File: config.mk
export PLATFORM = sky130hd
export DESIGN_NAME = ntc_rdiv
export DESIGN_NICKNAME = d
export VERILOG_FILES = /design/src/ntc_thermistor_temperature_unit_assert.svh /design/src/ntc_pkg.sv /design/src/ntc_rdiv.sv
export SDC_FILE = /design/constraint.sdc
export NUM_CORES = 2
export LEC_CHECK = 0
export ABC_AREA = 0
export BUFFER_PORTS_ARGS = -buffer_cell sky130_fd_sc_hd__buf_2
export CORE_ASPECT_RATIO = 0.5
export CORE_MARGIN = 2
export CORE_UTILIZATION = 67
export DETAILED_ROUTE_END_ITERATION = 7
export GPL_ROUTABILITY_DRIVEN = 1
export PLACE_DENSITY = 0.84
export SLEW_MARGIN = 0
export SYNTH_ARGS = -nofsm -noshare
export SYNTH_HDL_FRONTEND = slang
export SYNTH_SLANG_ARGS = --single-unit
File: constraint.sdc
create_clock -name i_clk -period 4.87 [get_ports i_clk]
set_input_delay 1.2175 -clock i_clk [delete_from_list [all_inputs] [get_ports i_clk]]
set_output_delay 1.2175 -clock i_clk [all_outputs]
set_load 0.01 [all_outputs]
File: src/ntc_thermistor_temperature_unit_assert.svh
// ----------------------------------------------------------------------------
// NTC temperature unit assertion macros
// Concurrent assertion wrappers; empty when SYNTH is defined.
// ----------------------------------------------------------------------------
`ifndef NTC_THERMISTOR_TEMPERATURE_UNIT_ASSERT_SVH
`define NTC_THERMISTOR_TEMPERATURE_UNIT_ASSERT_SVH
`ifndef SYNTH
// same-cycle implication
`define NTC_ASSERT_IMP(label, clk, rst_n, ante, cons) \
    label: assert property (@(posedge clk) disable iff (!rst_n) (ante) |-> (cons)) \
        else $error("ntc assertion failed");
// next-cycle implication
`define NTC_ASSERT_NXT(label, clk, rst_n, ante, cons) \
    label: assert property (@(posedge clk) disable iff (!rst_n) (ante) |=> (cons)) \
        else $error("ntc assertion failed");
`else
`define NTC_ASSERT_IMP(label, clk, rst_n, ante, cons)
`define NTC_ASSERT_NXT(label, clk, rst_n, ante, cons)
`endif
`endif

File: src/ntc_pkg.sv
// ----------------------------------------------------------------------------
// NTC temperature package
// Widths, constants, codes and shared types of the NTC temperature unit.
// ----------------------------------------------------------------------------
package ntc_pkg;

    localparam int ADC_BITS_DEF = 12;
    localparam int CFG_W        = 16;
    localparam int REG_IDX_W    = 2;

    // log2 unit
    localparam int LOG_X_W    = 32;
    localparam int INT_W      = 5;
    localparam int FRAC_BITS  = 16;
    localparam int NORM_STEPS = 5;
    localparam int LOG_W      = INT_W + FRAC_BITS;

    // temperature datapath
    localparam int DEN_W = 42;
    localparam int NUM_W = 56;
    localparam int TC_W  = 16;

    localparam logic [31:0]     LN2_Q32       = 32'd2977044472;
    localparam logic [TC_W-1:0] ZERO_C_CENTIK = 16'd27315;
    localparam logic [TC_W-1:0] TEMP_MAX      = 16'd32767;
    localparam logic [TC_W-1:0] TC_MAX        = 16'd60082;
    localparam logic [23:0]     RES_MAX       = 24'hFFFFFF;

    // reset values of the registers
    localparam logic [CFG_W-1:0] PULLUP_RST   = 16'd9900;
    localparam logic [CFG_W-1:0] REF_RES_RST  = 16'd9090;
    localparam logic [CFG_W-1:0] BETA_RST     = 16'd3950;
    localparam logic [CFG_W-1:0] REF_TEMP_RST = 16'd29415;

    // fault codes
    localparam logic [1:0] FAULT_OK   = 2'd0;
    localparam logic [1:0] FAULT_ZERO = 2'd1;
    localparam logic [1:0] FAULT_SAT  = 2'd2;
    localparam logic [1:0] FAULT_RSVD = 2'd3;

    typedef enum logic [REG_IDX_W-1:0] {
        REG_PULLUP,
        REG_REF_RES,
        REG_BETA,
        REG_REF_TEMP
    } t_reg_idx;

    typedef struct packed {
        logic den_pos;
        logic ovf;
    } t_temp_stat;

endpackage

File: src/ntc_rdiv.sv
// ----------------------------------------------------------------------------
// NTC resistance divider
// Restoring divider, one quotient bit per pipeline stage.
// ----------------------------------------------------------------------------
module ntc_rdiv import ntc_pkg::*; #(
    parameter int ADC_BITS = ADC_BITS_DEF
) (
    input  logic                    i_clk,
    input  logic                    i_rst_n,
    input  logic                    i_en,
    input  logic                    i_valid,
    input  logic                    i_zero,
    input  logic [CFG_W+ADC_BITS-1:0] i_num,
    input  logic [ADC_BITS-1:0]     i_div,
    output logic                    o_valid,
    output logic                    o_zero,
    output logic [CFG_W+ADC_BITS-1:0] o_quo
);

    localparam int QW = CFG_W + ADC_BITS;
    localparam int DW = ADC_BITS;

    logic [QW-1:0] r_num [QW];
    logic [QW-1:0] n_num [QW];
    logic [QW-1:0] r_quo [QW];
    logic [QW-1:0] n_quo [QW];
    logic [DW-1:0] r_rem [QW];
    logic [DW-1:0] n_rem [QW];
    logic [DW-1:0] r_div [QW];
    logic [DW-1:0] n_div [QW];
    logic [QW-1:0] r_v;
    logic [QW-1:0] r_z;

    // compute one quotient bit in every stage
    always_comb begin
        logic [QW-1:0] num;
        logic [QW-1:0] quo;
        logic [DW-1:0] rem;
        logic [DW-1:0] dv;
        logic [DW:0]   t;
        logic          ge;
        for (int s = 0; s < QW; s++) begin
            if (s == 0) begin
                num = i_num;
                quo = '0;
                rem = '0;
                dv  = i_div;
            end else begin
                num = r_num[s-1];
                quo = r_quo[s-1];
                rem = r_rem[s-1];
                dv  = r_div[s-1];
            end
            t  = {rem, num[QW-1]};
            ge = t >= {1'b0, dv};
            n_num[s] = num << 1;
            n_quo[s] = {quo[QW-2:0], ge};
            n_rem[s] = ge ? DW'(t - {1'b0, dv}) : t[DW-1:0];
            n_div[s] = dv;
        end
    end

    // advance valid bits
    always_ff @(posedge i_clk) begin
        if (!i_rst_n) begin
            r_v <= '0;
        end else if (i_en) begin
            r_v <= {r_v[QW-2:0], i_valid};
        end
    end

    // advance payload
    always_ff @(posedge i_clk) begin
        if (i_en) begin
            r_z <= {r_z[QW-2:0], i_zero};
            for (int s = 0; s < QW; s++) begin
                r_num[s] <= n_num[s];
                r_quo[s] <= n_quo[s];
                r_rem[s] <= n_rem[s];
                r_div[s] <= n_div[s];
            end
        end
    end

    assign o_valid = r_v[QW-1];
    assign o_zero  = r_z[QW-1];
    assign o_quo   = r_quo[QW-1];

endmodule

==> run summary <==
Die X = 443 µm
storage element area = 44400 µm²
Hold Crit Class = reg -> reg
nets = 4619
drt pass-1 iters = 5
syn_nets = 4448
pwr dens = 588 nW/µm²
Post-Syn Area = 64500 µm²
Synth Register Bits = 1488
Synth area leaders = edfxtp_1 68%, ha_1 6.3%, inv_1 2.4%
Cell Chain, Critical Path = ha_1, a21o_1, a31oi_1, o21ai_1, o21ai_1, a21oi_1, a2111oi_4, mux2_2
RSZ-0062 raised after global routing = false
syn avg cell area = 15.9 µm²
area leader, netlist = edfxtp_1
share of cells above drive strength 1 = 11.6%
most frequent cells in the layout = 1460 x edfxtp_1, 405 x inv_1, 326 x ha_1
Ant. Diodes = 0
Starting Density = 67.6%
Worst-Margin Slew = 1.22 ns
commonest non-fill, non-tap cell in the layout = edfxtp_1
period utilisation layout = 68.2%
master of the slowest instance on the critical path = a2111oi_4
die area = 98900 µm²
sw power = 12400 µW
Slew headroom = 18.4%
CP peak stage delay = 0.93 ns
ys flop type = edfxtp_1
largest net degree at the start of global routing = 158
global routing usage on met2 = 42.0%
DP HPWL = 66800 µm
worst vdd ir = 0.000432 V
Internal Power = 29100 µW
GR Layer Usage met1 = 23.5%
DR vias = 32.5k
# fillers = 5436
CTS clk-pin slew, worst paths = 0.07 ns
area taken by multi-input logic gates = 18200 µm²
GRT overflow = 0
Clock Skew = 0.0428 ns
total track usage = 21.7%
post-CTS setup buffers = 0
TritonCTS clock tree = yes
Max-cap violations = 0
port bufs = 74
Post-synth ARST share = 0%
worst skew pair latency = 0.77 ns
placed insts = 5373
post-synth top area share = 68.0%
Starting DRT DRC Count = 2072
Worst Setup End Kind = flip-flop
Fmax = 0.301 GHz
Synth Instances = 4051
Min Hold Slack = 0.386 ns
initial antenna violation count = 0
Area growth, synth to finish = 9.37%
final setup vio count = 0
GPL Wtd Cong = 0.918
data required time of the worst path = 5.37 ns
Max clock buf depth = 3
Final Non-Filler Cells = 5595
number of synthesized flops with an enable pin = 1460
hold_buf cts = 0
Rows = 80
CP max FO = 13
Synth warnings = 0
Core Util, Final = 73.9%
post_cts resized = 0
Final ANT Viol Nets = 0
Fin Setup TNS = 0 ns
Yosys cell types = 58
routed wire length = 106000 µm
busiest grt layer = met2
wire per inst = 19.0 µm
Via density = 5.81
WS Path Type = reg -> reg
vias in the first global route = 34.2k
final count of hold timing violations = 0
first-pass GRT wire length = 171000 µm
Switching Share = 29.9%
Ports = 75
H-Tree Depth = 3
slack of the critical path = 1.55 ns
clock power share = 24.4%
register area share after synthesis = 68.9%
GR Layer Usage met3 = 3.50%
combinational fraction of design power = 32.1%
Top cell by count, worst path = o21ai_1
Final min period = 3.32 ns
core footprint = 95400 µm²
Sink Count = 1488
status = finished clean
CTS root buf = clkbuf_16
Flop pwr share = 43.5%
Die H = 223 µm
Leak = 0.0274 µW
Slew Viols, Final = 0
DRC errors left = 0
cts bufs inserted = 118
crit start category = flip-flop
pre-CTS setup slack = 1.56 ns
Arrival @ worst endpoint = 3.82 ns
layer usage:
| layer | vias up | share of wire [%] | wire (µm) |
|---|---|---|---|
| met4 | 0 | 3.6 | 3800 |
| met5 | - | 0 | 0 |
| met3 | 285 | 3.1 | 3250 |
| met1 | 16100 | 37 | 39700 |
| li1 | 15500 | - | - |
| met2 | 623 | 56 | 59400 |
through the flow:
| step | total power, µW | instance area (µm²) |
|---|---|---|
| 5_1_grt | 43500 | 70500 |
| 4_1_cts | 41600 | 70500 |
| 3_3_place_gp | 30400 | 66500 |
| 6_report | 41500 | 70500 |
| 2_1_floorplan | 28600 | 64500 |
| 3_5_place_dp | 31200 | 66500 |
Yosys cell counts (26+ instances only):
library cell,instances
a21o_1,188
nand2b_1,30
a21boi_0,29
o21ai_1,30
edfxtp_1,1460
a31oi_1,49
o21ai_0,40
mux2_1,121
nor2b_1,97
nor2_1,154
nand3_1,64
a21oi_1,166
xor2_1,82
mux2i_1,90
dfxtp_1,28
clkbuf_1,26
mux2_4,56
inv_1,405
nand2_1,79
xnor2_1,149
ha_1,326
mux2_2,81
fa_1,26
worst max-delay path, delay by kind of cell, from the launching register on:
kind            cells  cell delay (ns)
compound gates      6             1.81
mux                 1             0.43
flops               1             0.42
fa+ha+maj           1             0.40
area by class of cell:
cell class / count / share of cell area, %
clock buffer: 150 / 4.47
clock inverter: 72 / 1.29
inverter: 406 / 2.16
multi-input combinational: 2104 / 25.8
sequential: 1488 / 63.0
tap: 1271 / 2.25
timing repair buffer: 104 / 1.10
path summary, 6_finish.rpt:
path | startpoint | to | slack [ns] | cells past startpoint
max | r_rem[0][75]$_DFFE_PP_ | r_rem[0][87]$_DFFE_PP_ | 1.55 | 8
min reg2reg | r_num[0][185]$_DFFE_PP_ | r_num[0][213]$_DFFE_PP_ | 0.39 | 0
max reg2reg | r_rem[0][75]$_DFFE_PP_ | r_rem[0][87]$_DFFE_PP_ | 1.55 | 8
min | r_num[0][185]$_DFFE_PP_ | r_num[0][213]$_DFFE_PP_ | 0.39 | 0
flip-flops by register name, indices dropped and copies added, names as in the netlist:
name / count
r_z: 28
r_rem: 324
r_v: 28
r_quo: 406
r_div: 324
r_num: 378
power by group through the flow:
stage / sequential [µW] / clock [µW] / combinational (µW)
floorplan: 17800 / 0 / 10700
global placement: 18100 / 0 / 12300
detailed placement: 18300 / 0 / 13000
CTS: 18000 / 10300 / 13300
global route: 18200 / 10800 / 14600
finish: 18000 / 10100 / 13300
cell families (layout without fill, tap and decap cells):
family / count (synthesis) / count (layout) / synth area share [%]
AOI/OAI and AO/OA: 647 / 647 / 7.55
muxes: 348 / 348 / 6.23
and+or+nand+nor: 526 / 526 / 4.13
xor gates and xnor gates: 231 / 231 / 3.14
adders and majority gates: 352 / 352 / 7.13
DFF: 1488 / 1488 / 68.9
buffers and inverters: 459 / 732 / 2.96
(Power assumes the default switching activity.)
